[src/sv/awcp_pkg.sv]
// ----------------------------------------------------------------------------
// awcp_pkg
// Shared codes, field widths and reset values for the adaptive write
// coalescing policy selector.
// ----------------------------------------------------------------------------
package awcp_pkg;

   // Field widths
   localparam int unsigned ModeWidth   = 2;
   localparam int unsigned MtuWidth    = 16;
   localparam int unsigned DelayWidth  = 24;
   localparam int unsigned HystWidth   = 4;
   localparam int unsigned SizeWidth   = 24;
   localparam int unsigned GapWidth    = 32;
   localparam int unsigned PolWidth    = 2;
   localparam int unsigned CsrIdxWidth = 2;
   localparam int unsigned CsrWidth    = 24;

   // EWMA weight 1/8 and gap factor 4 (as a left shift)
   localparam int unsigned EwmaShift      = 3;
   localparam int unsigned GapFactorShift = 2;

   // Register indexes
   localparam logic [CsrIdxWidth-1:0] CSR_MODE = 2'd0;
   localparam logic [CsrIdxWidth-1:0] CSR_MTU  = 2'd1;
   localparam logic [CsrIdxWidth-1:0] CSR_DLY  = 2'd2;
   localparam logic [CsrIdxWidth-1:0] CSR_HYST = 2'd3;

   // Operating modes
   localparam logic [ModeWidth-1:0] MODE_FIXED    = 2'd0;
   localparam logic [ModeWidth-1:0] MODE_ADAPTIVE = 2'd1;
   localparam logic [ModeWidth-1:0] MODE_BYPASS   = 2'd2;
   localparam logic [ModeWidth-1:0] MODE_DRAIN    = 2'd3;

   // Policies
   localparam logic [PolWidth-1:0] POL_BATCH  = 2'd0;
   localparam logic [PolWidth-1:0] POL_BYPASS = 2'd1;
   localparam logic [PolWidth-1:0] POL_DRAIN  = 2'd2;

   // Item kinds
   localparam logic KIND_OBSERVE = 1'b0;
   localparam logic KIND_DECIDE  = 1'b1;

   // Register reset values
   localparam logic [ModeWidth-1:0]  RST_MODE = MODE_ADAPTIVE;
   localparam logic [MtuWidth-1:0]   RST_MTU  = 16'd1500;
   localparam logic [DelayWidth-1:0] RST_DLY  = 24'd1000;
   localparam logic [HystWidth-1:0]  RST_HYST = 4'd3;

   localparam logic [HystWidth-1:0]  STREAK_MAX = '1;

endpackage

[src/sv/adaptive_write_coalesce_policy.sv]
// ----------------------------------------------------------------------------
// adaptive_write_coalesce_policy
// Tracks running averages of write size and inter-write gap and answers
// policy requests (batch, bypass, drain) with hysteresis in adaptive mode.
// ----------------------------------------------------------------------------
// Usage: one item is taken per cycle. Observe items update the averages at
// the edge they are accepted and give no result; a decide item gives one
// result in the output register on the following cycle. Every item is done
// in combinational logic between the input and the result register, so
// sustained throughput is one item per clock. The input is stalled only
// while a result waits in the output register and the receiver stalls.
// Configuration writes take effect at the next edge and must be made while
// the block is idle.
module adaptive_write_coalesce_policy (
   input  logic                                   clock,
   input  logic                                   reset,
   // input channel
   input  logic                                   req_valid,
   output logic                                   req_stall,
   input  logic                                   req_kind,
   input  logic [awcp_pkg::SizeWidth-1:0]         req_write_bytes,
   input  logic [awcp_pkg::GapWidth-1:0]          req_gap_micros,
   // result channel
   output logic                                   rsp_valid,
   input  logic                                   rsp_stall,
   output logic [awcp_pkg::PolWidth-1:0]          rsp_policy,
   output logic [awcp_pkg::PolWidth-1:0]          rsp_previous_policy,
   output logic                                   rsp_transitioned,
   // configuration
   input  logic                                   csr_wr_en,
   input  logic [awcp_pkg::CsrIdxWidth-1:0]       csr_index,
   input  logic [awcp_pkg::CsrWidth-1:0]          csr_data
);

   // Registers
   logic [awcp_pkg::ModeWidth-1:0]  mode_ff;
   logic [awcp_pkg::MtuWidth-1:0]   mtu_ff;
   logic [awcp_pkg::DelayWidth-1:0] dly_ff;
   logic [awcp_pkg::HystWidth-1:0]  hyst_ff;

   logic [awcp_pkg::SizeWidth-1:0]  avg_size_ff, avg_size_in;
   logic [awcp_pkg::GapWidth-1:0]   avg_gap_ff, avg_gap_in;
   logic [awcp_pkg::PolWidth-1:0]   cur_pol_ff, cur_pol_in;
   logic [awcp_pkg::PolWidth-1:0]   pend_ff, pend_in;
   logic [awcp_pkg::HystWidth-1:0]  streak_ff, streak_in;

   logic                            rsp_valid_ff, rsp_valid_in;
   logic [awcp_pkg::PolWidth-1:0]   rsp_pol_ff, rsp_pol_in;
   logic [awcp_pkg::PolWidth-1:0]   rsp_prev_ff;
   logic                            rsp_trans_ff, rsp_trans_in;

   logic req_xfer;
   logic obs_xfer;
   logic dec_xfer;

   // Handshake: stall only while a held result is blocked
   assign req_stall = rsp_valid_ff & rsp_stall;
   assign req_xfer  = req_valid & ~req_stall;
   assign obs_xfer  = req_xfer & (req_kind == awcp_pkg::KIND_OBSERVE);
   assign dec_xfer  = req_xfer & (req_kind == awcp_pkg::KIND_DECIDE);

   // EWMA updates: avg + floor((sample - avg) / 8); stays within field range
   logic signed [awcp_pkg::SizeWidth:0]   size_diff, size_step;
   logic [awcp_pkg::SizeWidth:0]          size_sum;
   logic signed [awcp_pkg::GapWidth:0]    gap_diff, gap_step;
   logic [awcp_pkg::GapWidth:0]           gap_sum;

   always_comb begin
      size_diff = $signed({1'b0, req_write_bytes}) - $signed({1'b0, avg_size_ff});
      size_step = size_diff >>> awcp_pkg::EwmaShift;
      size_sum  = {1'b0, avg_size_ff} + $unsigned(size_step);
      gap_diff  = $signed({1'b0, req_gap_micros}) - $signed({1'b0, avg_gap_ff});
      gap_step  = gap_diff >>> awcp_pkg::EwmaShift;
      gap_sum   = {1'b0, avg_gap_ff} + $unsigned(gap_step);
   end

   always_comb begin
      avg_size_in = avg_size_ff;
      avg_gap_in  = avg_gap_ff;
      if (obs_xfer) begin
         if (avg_size_ff == '0) begin
            avg_size_in = req_write_bytes;
         end else begin
            avg_size_in = size_sum[awcp_pkg::SizeWidth-1:0];
         end
         if (req_gap_micros != '0) begin
            if (avg_gap_ff == '0) begin
               avg_gap_in = req_gap_micros;
            end else begin
               avg_gap_in = gap_sum[awcp_pkg::GapWidth-1:0];
            end
         end
      end
   end

   // Candidate policy from the averages
   logic [awcp_pkg::PolWidth-1:0]  cand;
   logic [awcp_pkg::GapWidth-1:0]  gap_limit;

   assign gap_limit = {{(awcp_pkg::GapWidth - awcp_pkg::DelayWidth
                         - awcp_pkg::GapFactorShift){1'b0}},
                       dly_ff, {awcp_pkg::GapFactorShift{1'b0}}};

   always_comb begin
      if ({{(awcp_pkg::SizeWidth - awcp_pkg::MtuWidth){1'b0}}, mtu_ff} <= avg_size_ff) begin
         cand = awcp_pkg::POL_BYPASS;
      end else if (avg_gap_ff > gap_limit) begin
         cand = awcp_pkg::POL_DRAIN;
      end else begin
         cand = awcp_pkg::POL_BATCH;
      end
   end

   // Decision and hysteresis
   logic [awcp_pkg::HystWidth-1:0] streak_inc;

   assign streak_inc = (streak_ff == awcp_pkg::STREAK_MAX) ? streak_ff
                                                           : streak_ff + 1'b1;

   always_comb begin
      cur_pol_in   = cur_pol_ff;
      pend_in      = pend_ff;
      streak_in    = streak_ff;
      rsp_pol_in   = cur_pol_ff;
      rsp_trans_in = 1'b0;
      case (mode_ff)
         awcp_pkg::MODE_FIXED: begin
            rsp_pol_in = awcp_pkg::POL_BATCH;
         end
         awcp_pkg::MODE_BYPASS: begin
            rsp_pol_in = awcp_pkg::POL_BYPASS;
         end
         awcp_pkg::MODE_DRAIN: begin
            rsp_pol_in = awcp_pkg::POL_DRAIN;
         end
         awcp_pkg::MODE_ADAPTIVE: begin
            if (cand == cur_pol_ff) begin
               streak_in = '0;
            end else if (cand != pend_ff) begin
               pend_in   = cand;
               streak_in = {{(awcp_pkg::HystWidth-1){1'b0}}, 1'b1};
            end else if (streak_inc >= hyst_ff) begin
               rsp_pol_in   = cand;
               rsp_trans_in = 1'b1;
               streak_in    = '0;
            end else begin
               streak_in = streak_inc;
            end
         end
         default: begin
            rsp_pol_in = cur_pol_ff;
         end
      endcase
      cur_pol_in = rsp_pol_in;
   end

   // Result register valid
   always_comb begin
      if (dec_xfer) begin
         rsp_valid_in = 1'b1;
      end else if (!rsp_stall) begin
         rsp_valid_in = 1'b0;
      end else begin
         rsp_valid_in = rsp_valid_ff;
      end
   end

   // Control and state registers
   always_ff @(posedge clock) begin
      if (reset) begin
         mode_ff      <= awcp_pkg::RST_MODE;
         mtu_ff       <= awcp_pkg::RST_MTU;
         dly_ff       <= awcp_pkg::RST_DLY;
         hyst_ff      <= awcp_pkg::RST_HYST;
         avg_size_ff  <= '0;
         avg_gap_ff   <= '0;
         cur_pol_ff   <= awcp_pkg::POL_BATCH;
         pend_ff      <= awcp_pkg::POL_BATCH;
         streak_ff    <= '0;
         rsp_valid_ff <= 1'b0;
      end else begin
         if (csr_wr_en) begin
            case (csr_index)
               awcp_pkg::CSR_MODE: mode_ff <= csr_data[awcp_pkg::ModeWidth-1:0];
               awcp_pkg::CSR_MTU:  mtu_ff  <= csr_data[awcp_pkg::MtuWidth-1:0];
               awcp_pkg::CSR_DLY:  dly_ff  <= csr_data[awcp_pkg::DelayWidth-1:0];
               awcp_pkg::CSR_HYST: hyst_ff <= csr_data[awcp_pkg::HystWidth-1:0];
               default: begin
               end
            endcase
         end
         avg_size_ff  <= avg_size_in;
         avg_gap_ff   <= avg_gap_in;
         if (dec_xfer) begin
            cur_pol_ff <= cur_pol_in;
            pend_ff    <= pend_in;
            streak_ff  <= streak_in;
         end
         rsp_valid_ff <= rsp_valid_in;
      end
   end

   // Result payload
   always_ff @(posedge clock) begin
      if (dec_xfer) begin
         rsp_pol_ff   <= rsp_pol_in;
         rsp_prev_ff  <= cur_pol_ff;
         rsp_trans_ff <= rsp_trans_in;
      end
   end

   assign rsp_valid           = rsp_valid_ff;
   assign rsp_policy          = rsp_pol_ff;
   assign rsp_previous_policy = rsp_prev_ff;
   assign rsp_transitioned    = rsp_trans_ff;

   // Assertions
   a_trans_changes: assert property (@(posedge clock) disable iff (reset)
      rsp_valid_ff && rsp_trans_ff |-> rsp_pol_ff != rsp_prev_ff)
      else $error("transition reported without a policy change");

   a_policy_legal: assert property (@(posedge clock) disable iff (reset)
      rsp_valid_ff |-> (rsp_pol_ff == awcp_pkg::POL_BATCH ||
                        rsp_pol_ff == awcp_pkg::POL_BYPASS ||
                        rsp_pol_ff == awcp_pkg::POL_DRAIN))
      else $error("illegal policy code in result");

   a_zero_gap_hold: assert property (@(posedge clock) disable iff (reset)
      obs_xfer && req_gap_micros == '0 |=> $stable(avg_gap_ff))
      else $error("gap average moved on a zero gap sample");

   a_decide_result: assert property (@(posedge clock) disable iff (reset)
      dec_xfer |=> rsp_valid_ff && rsp_pol_ff == cur_pol_ff)
      else $error("decision result missing or out of step with policy");

endmodule

[config.mk]
export PLATFORM = sky130hd
export DESIGN_NAME = adaptive_write_coalesce_policy
export DESIGN_NICKNAME = d
export VERILOG_FILES = /design/src/sv/awcp_pkg.sv /design/src/sv/adaptive_write_coalesce_policy.sv
export SDC_FILE = /design/constraint.sdc
export NUM_CORES = 1
export LEC_CHECK = 0
export BUFFER_PORTS_ARGS = -buffer_cell sky130_fd_sc_hd__buf_2
export CAP_MARGIN = 20
export CORE_MARGIN = 5
export CORE_UTILIZATION = 35
export DETAILED_ROUTE_END_ITERATION = 16
export PLACE_DENSITY_LB_ADDON = 0.08
export SLEW_MARGIN = 30
export SYNTH_ARGS = -nofsm -noshare
export SYNTH_HDL_FRONTEND = slang
export SYNTH_SLANG_ARGS = --single-unit
[constraint.sdc]
create_clock -name clock -period 4.7 [get_ports clock]
set_input_delay 0.47 -clock clock [delete_from_list [all_inputs] [get_ports clock]]
set_output_delay 0.47 -clock clock [all_outputs]
set_load 0.05 [all_outputs]
After elaboration in Yosys (flattened, before gate mapping)
Index checks and enable logic that the tools add are counted.

storage, ports and cells
  word-level logic and storage cells = 67
  register bits = 116
  bits of input ports = 88
  output and inout bits = 7

cells by class
  bitwise operators = 8
  equality and inequality tests = 10
  multiplexer cells = 15
  reductions and logical operators = 13
  magnitude comparators = 3
  add/subtract/negate cells = 5

operators with widths
  operator             count
  $sub 32x32->33       1
  $add 32x32->32       1
  $gt 32x26->1         1
  $logic_not 32->1     1
  $mux 32              1
  $reduce_bool 32->1   1
  $sub 24x24->25       1
  $add 24x24->24       1
  $le 16x24->1         1
  $logic_not 24->1     1
  $mux 24              1
  $mux 4               4
  $reduce_and 2->1     6
  $mux 2               5
  $eq 2x2->1 const B   4
  $pmux 2 s4           1
  $add 4x1->4 const B  1
  $and 1x1->1          4
  $eq 2x1->1 const B   2
  $eq 4x4->1 const B   1
  $ge 4x4->1           1
  $logic_not 2->1      2
  $not 1->1            4
  $reduce_and 4->1     1
  other kinds (5)      7

Longest topological paths before layout
  depth in word-level cells = 7
  gate-level depth with buffers = 23
  depth with buffers taken out = 23

Least setup slack after synthesis
Ideal clock, no wire load.

  path type = input to register
  from = input port req_gap_micros[11] in the netlist's numbering
  to = register avg_gap_ff[30] in the netlist's numbering
  required time = 4641 ps
  library setup time = 59 ps
  path buffers = 0
  stages on the path = 21
  setup slack = 179 ps
  data arrival time = 4461 ps
  cell sequence = ha_1 a21o_1 a21o_1 a21o_1 a211oi_1 o21ai_0 a211oi_1 o21bai_1 a211o_1 xor2_1 ha_1 inv_1 nor4_1 o221ai_1 nand4_1 a31oi_1 o21ai_0 o21ai_0 a21o_1 a2111oi_0 o31a_1

on the way
  cells in the longest elaborated chain, start to end = 3
  elaborated cells between the ends (all ways) = 5
  classes of those cells = add/sub (2); mux (1); reduce/logical (2)

ends and longest elaborated chain
  item                  line                                   RTL
  start, declared       adaptive_write_coalesce_policy.sv:22   input logic [awcp_pkg::GapWidth-1:0] req_gap_micros,
  $sub 32x32->33        adaptive_write_coalesce_policy.sv:72   gap_diff = $signed({1'b0, req_gap_micros}) - $signed({1'b0, avg_gap_ff});
  $add 32x32->32        adaptive_write_coalesce_policy.sv:74   gap_sum = {1'b0, avg_gap_ff} + $unsigned(gap_step);
  $mux 32               adaptive_write_coalesce_policy.sv:87   if (avg_gap_ff == '0) begin
  end signal, assigned  adaptive_write_coalesce_policy.sv:193  avg_gap_ff <= avg_gap_in;
  end, declared         adaptive_write_coalesce_policy.sv:42   logic [awcp_pkg::GapWidth-1:0] avg_gap_ff, avg_gap_in;

Parallel ways exist; a longest one is shown, timed or not.
A chain may end at the register's enable or synchronous reset.

Worst setup path in the final report
  from = register avg_gap_ff[11] in the netlist's numbering
  to = register avg_gap_ff[30] in the netlist's numbering

on the way
  cells in the longest elaborated chain, start to end = 3
  elaborated cells between the ends (all ways) = 4
  classes of those cells = add/sub (2); mux (1); reduce/logical (1)

ends and longest elaborated chain
  item            line
  $sub 32x32->33  adaptive_write_coalesce_policy.sv:72
  $add 32x32->32  adaptive_write_coalesce_policy.sv:74
  $mux 32 (*)     adaptive_write_coalesce_policy.sv:87

Mark *: on every way between the ends. The rest lies on a longest branch, timed or not.

==> flow_summary_export.csv <==
group,metric,value,unit
clock_tree,cts_htree_levels,4,
cells_and_area,fin_nets,1886,
cells_and_area,drive_above_1_share,0.212,
worst_hold_path,whs_path_depth,3,
floorplan,num_rows,64,
sta,finClkSkew,11.6,ps
logic_synthesis,synth-async-reset-ratio,0,
sta,fmax,222,MHz
power_and_ir_drop,irDropWorstVdd,250,uV
setup_path,crit_arrival,4810,ps
setup_path,crit_type,"reg -> reg",
global_route,grt.busiest_layer,"met2",
floorplan,fp.dieArea,0.0344,mm2
power_and_ir_drop,power.density,391,mW/mm2
clock_tree,cts_buffers,17,
sta,period_needed,4500,ps
drt,drt-wirelength-per-cell,16.9,um
cells_and_area,syn2layout_area_growth,26.5,%
worst_hold_path,hold_end,"dly_ff[17]",
logic_synthesis,yosys-top-cells-area,"dfxtp_1, ha_1, a21oi_1",
drt,drt-vias-per-instance,5.24,
logic_synthesis,synth.top_cell.area_share,0.206,
logic_synthesis,synth_ff_type,"dfxtp_1",
sta,relSlewSlack,0.382,
drt,ant_nets,0,
logic_synthesis,netlist-cell-type-count,69,
clock_tree,clockBufferDepth,2,
logic_synthesis,synth_enable_flop_cells,5,
logic_synthesis,yosys.area.top_type,"dfxtp_1",
place,gp_congestion,0.879,
drt,drt_wl_total,34.6,mm
logic_synthesis,synthesis.nets,1672,
worst_hold_path,min-delay-start,"csr_data[17]",
logic_synthesis,synth-seq-area-share,0.220,
floorplan,coreArea,0.0305,mm2
setup_path,r2r-end,"avg_gap_ff[30]",
logic_synthesis,postSynthAreaPerCell,7.56,um2
logic_synthesis,synth_seq_cells,116,
global_route,overflow,0,
run,maxCapViolCount,0,
worst_hold_path,hp-class,"in -> reg",
global_route,grt_max_degree,66,
cells_and_area,nFillCells,3163,
sta,tightestPinTransition,926,ps
drt,dr_total_vias,10800,
global_route,grt_pass1_vias,10700,
clock_tree,cts-root-buf,"clkbuf_16",
cells_and_area,antenna_cells,0,
global_route,gr-usage-all-layers,0.201,
setup_path,r2r_slack,200,ps
global_route,grt_antenna_before_repair,0,
sta,rsz0062_at_grt,"true",
power_and_ir_drop,p_leak,0.00598,uW
setup_path,timing.rr.start,"avg_gap_ff[11]",
global_route,met1_usage,0.280,
sta,tns,0,ps
floorplan,ios,95,
place,dp_hpwl,27.1,mm
sta,setup_viol,0,
outcome,status,"completed",
setup_path,path_max_fanout,4,
global_route,met3_usage,0.0295,
drt,drt-initial-drc-count,449,
drt,dr.pass1.iters,5,
clock_tree,clkTransAtPathRegs,60,ps
drt,drc,0,
setup_path,critical_path_required,5020,ps
clock_tree,clock-sinks,116,
global_route,grt_pass1_wl,55.4,mm
clock_tree,worstSkewPairLatency,430,ps
logic_synthesis,netlist_top_cells_count,"nand2_1, ha_1, nor2_1",
clock_tree,cts_tree,"done",
floorplan,fp.dieW,186,um
setup_path,endpoint_kind,"flip-flop",
logic_synthesis,synth_area,0.0108,mm2
logic_synthesis,yosys_warnings,0,
logic_synthesis,syn_inst,1428,
setup_path,startpoint_type,"flip-flop",
logic_synthesis,synth.most_common_cell,"nand2_1",
cells_and_area,utilization,0.448,
floorplan,die_h,186,um
sta,drv_slew,0,
sta,min_period_over_period,0.957,
floorplan,start_util,0.354,
place,io_buffer_count,94,
global_route,gr-usage-met2,0.334,
setup_path,rr_worst_depth,24,
sta,hold_violations,0,
==> worst max-delay path by stage <==
| stage | endpoint | startpoint |
|---|---|---|
| 3_3_place_gp | avg_gap_ff[30] | req_gap_micros[2] |
| 6_report | avg_gap_ff[30] | avg_gap_ff[11] |
| 5_1_grt | avg_gap_ff[30] | avg_gap_ff[2] |
| 4_1_cts | avg_gap_ff[29] | avg_gap_ff[2] |
| 3_5_place_dp | avg_gap_ff[30] | req_gap_micros[2] |
| 2_1_floorplan | avg_gap_ff[30] | req_gap_micros[11] |
==> state kept, by name (all words and copies together), names as in the netlist, 4 cells and up <==
register and flops:
avg_gap_ff 32, avg_size_ff 24, dly_ff 24, hyst_ff 4, mtu_ff 16, streak_ff 4
==> placed cells by master, fill, tap and decap left out, types with 30 or more instances in the layout <==
master    count
xnor2_1      54
nand2_1     163
a21oi_1     116
xor2_1       30
buf_2        93
dfxtp_1     105
nand3_1      31
nor2_1      134
o21ai_0      59
buf_4       144
a211oi_1     49
inv_1       105
a21o_1       42
ha_1        146
==> worst max-delay path, cell delays in order, from the launching register on <==
cell       delay [ps]
dfxtp_2           330
inv_2              40
ha_4              200
a21o_1            170
a21o_1            170
a21o_1            180
a211oi_2          210
o21ai_1           100
a211oi_2          200
buf_4             160
o21bai_4           80
a211o_1           350
xor2_1            160
ha_1              320
buf_6             130
a21oi_1           110
a21oi_1            50
o21ai_1           110
nand4_1           160
a31oi_1           250
o21ai_1           120
o21ai_1           200
a21o_1            210
a2111oi_2          80
o31a_1            260
==> layout make-up <==
cell class | count | area (um2) | share of cell area
multi-input combinational | 1160 | 8210 | 0.601
inverter | 108 | 405 | 0.0297
tap | 396 | 495 | 0.0363
clock buffer | 21 | 492 | 0.0360
sequential | 116 | 2380 | 0.174
timing repair buffer | 239 | 1570 | 0.115
clock inverter | 11 | 110 | 0.00806
==> stage by stage <==
step	hold slack, ps	area (um2)	setup slack, ps	power (uW)	instances
3_3_place_gp	444	12600	-311	3810	2008
2_1_floorplan	435	10800	179	2950	1428
6_report	275	13700	204	5340	2051
4_1_cts	252	13200	-23.1	5220	2040
3_5_place_dp	449	12600	-423	3820	2008
5_1_grt	275	13700	-46.7	5760	2051
==> metal layers <==
metal  vias to the layer above  share of wire
met2                       143           0.46
met4                         0          0.010
met3                        20          0.028
met5                         -              0
li1                       5596              -
met1                      4991           0.50
==> power breakdown <==
group | total, uW | switching [uW] | internal, uW
Sequential | 1140 | 66.5 | 1070
Clock | 1360 | 553 | 810
Combinational | 2840 | 1510 | 1320
Total | 5340 | 2130 | 3200
==> cells by family after synthesis <==
| logic type | Yosys count | share of synthesized area |
|---|---|---|
| and+or+nand+nor | 485 | 0.211 |
| DFF | 116 | 0.220 |
| xor gates and xnor gates | 84 | 0.0682 |
| muxes | 15 | 0.0140 |
| buffers and inverters | 152 | 0.0529 |
| adders and majority gates | 156 | 0.182 |
| AOI/OAI and AO/OA | 420 | 0.251 |
==> timing repair <==
action / in CTS / in global routing
pin swaps: 4 / 57
setup buffers: 0 / 11
hold buffers: 0 / 0
hold endpoints to repair: 0 / 0
resized for setup: 6 / 81
setup endpoints to repair: 4 / 21
Power figures use the tool's default switching activity.
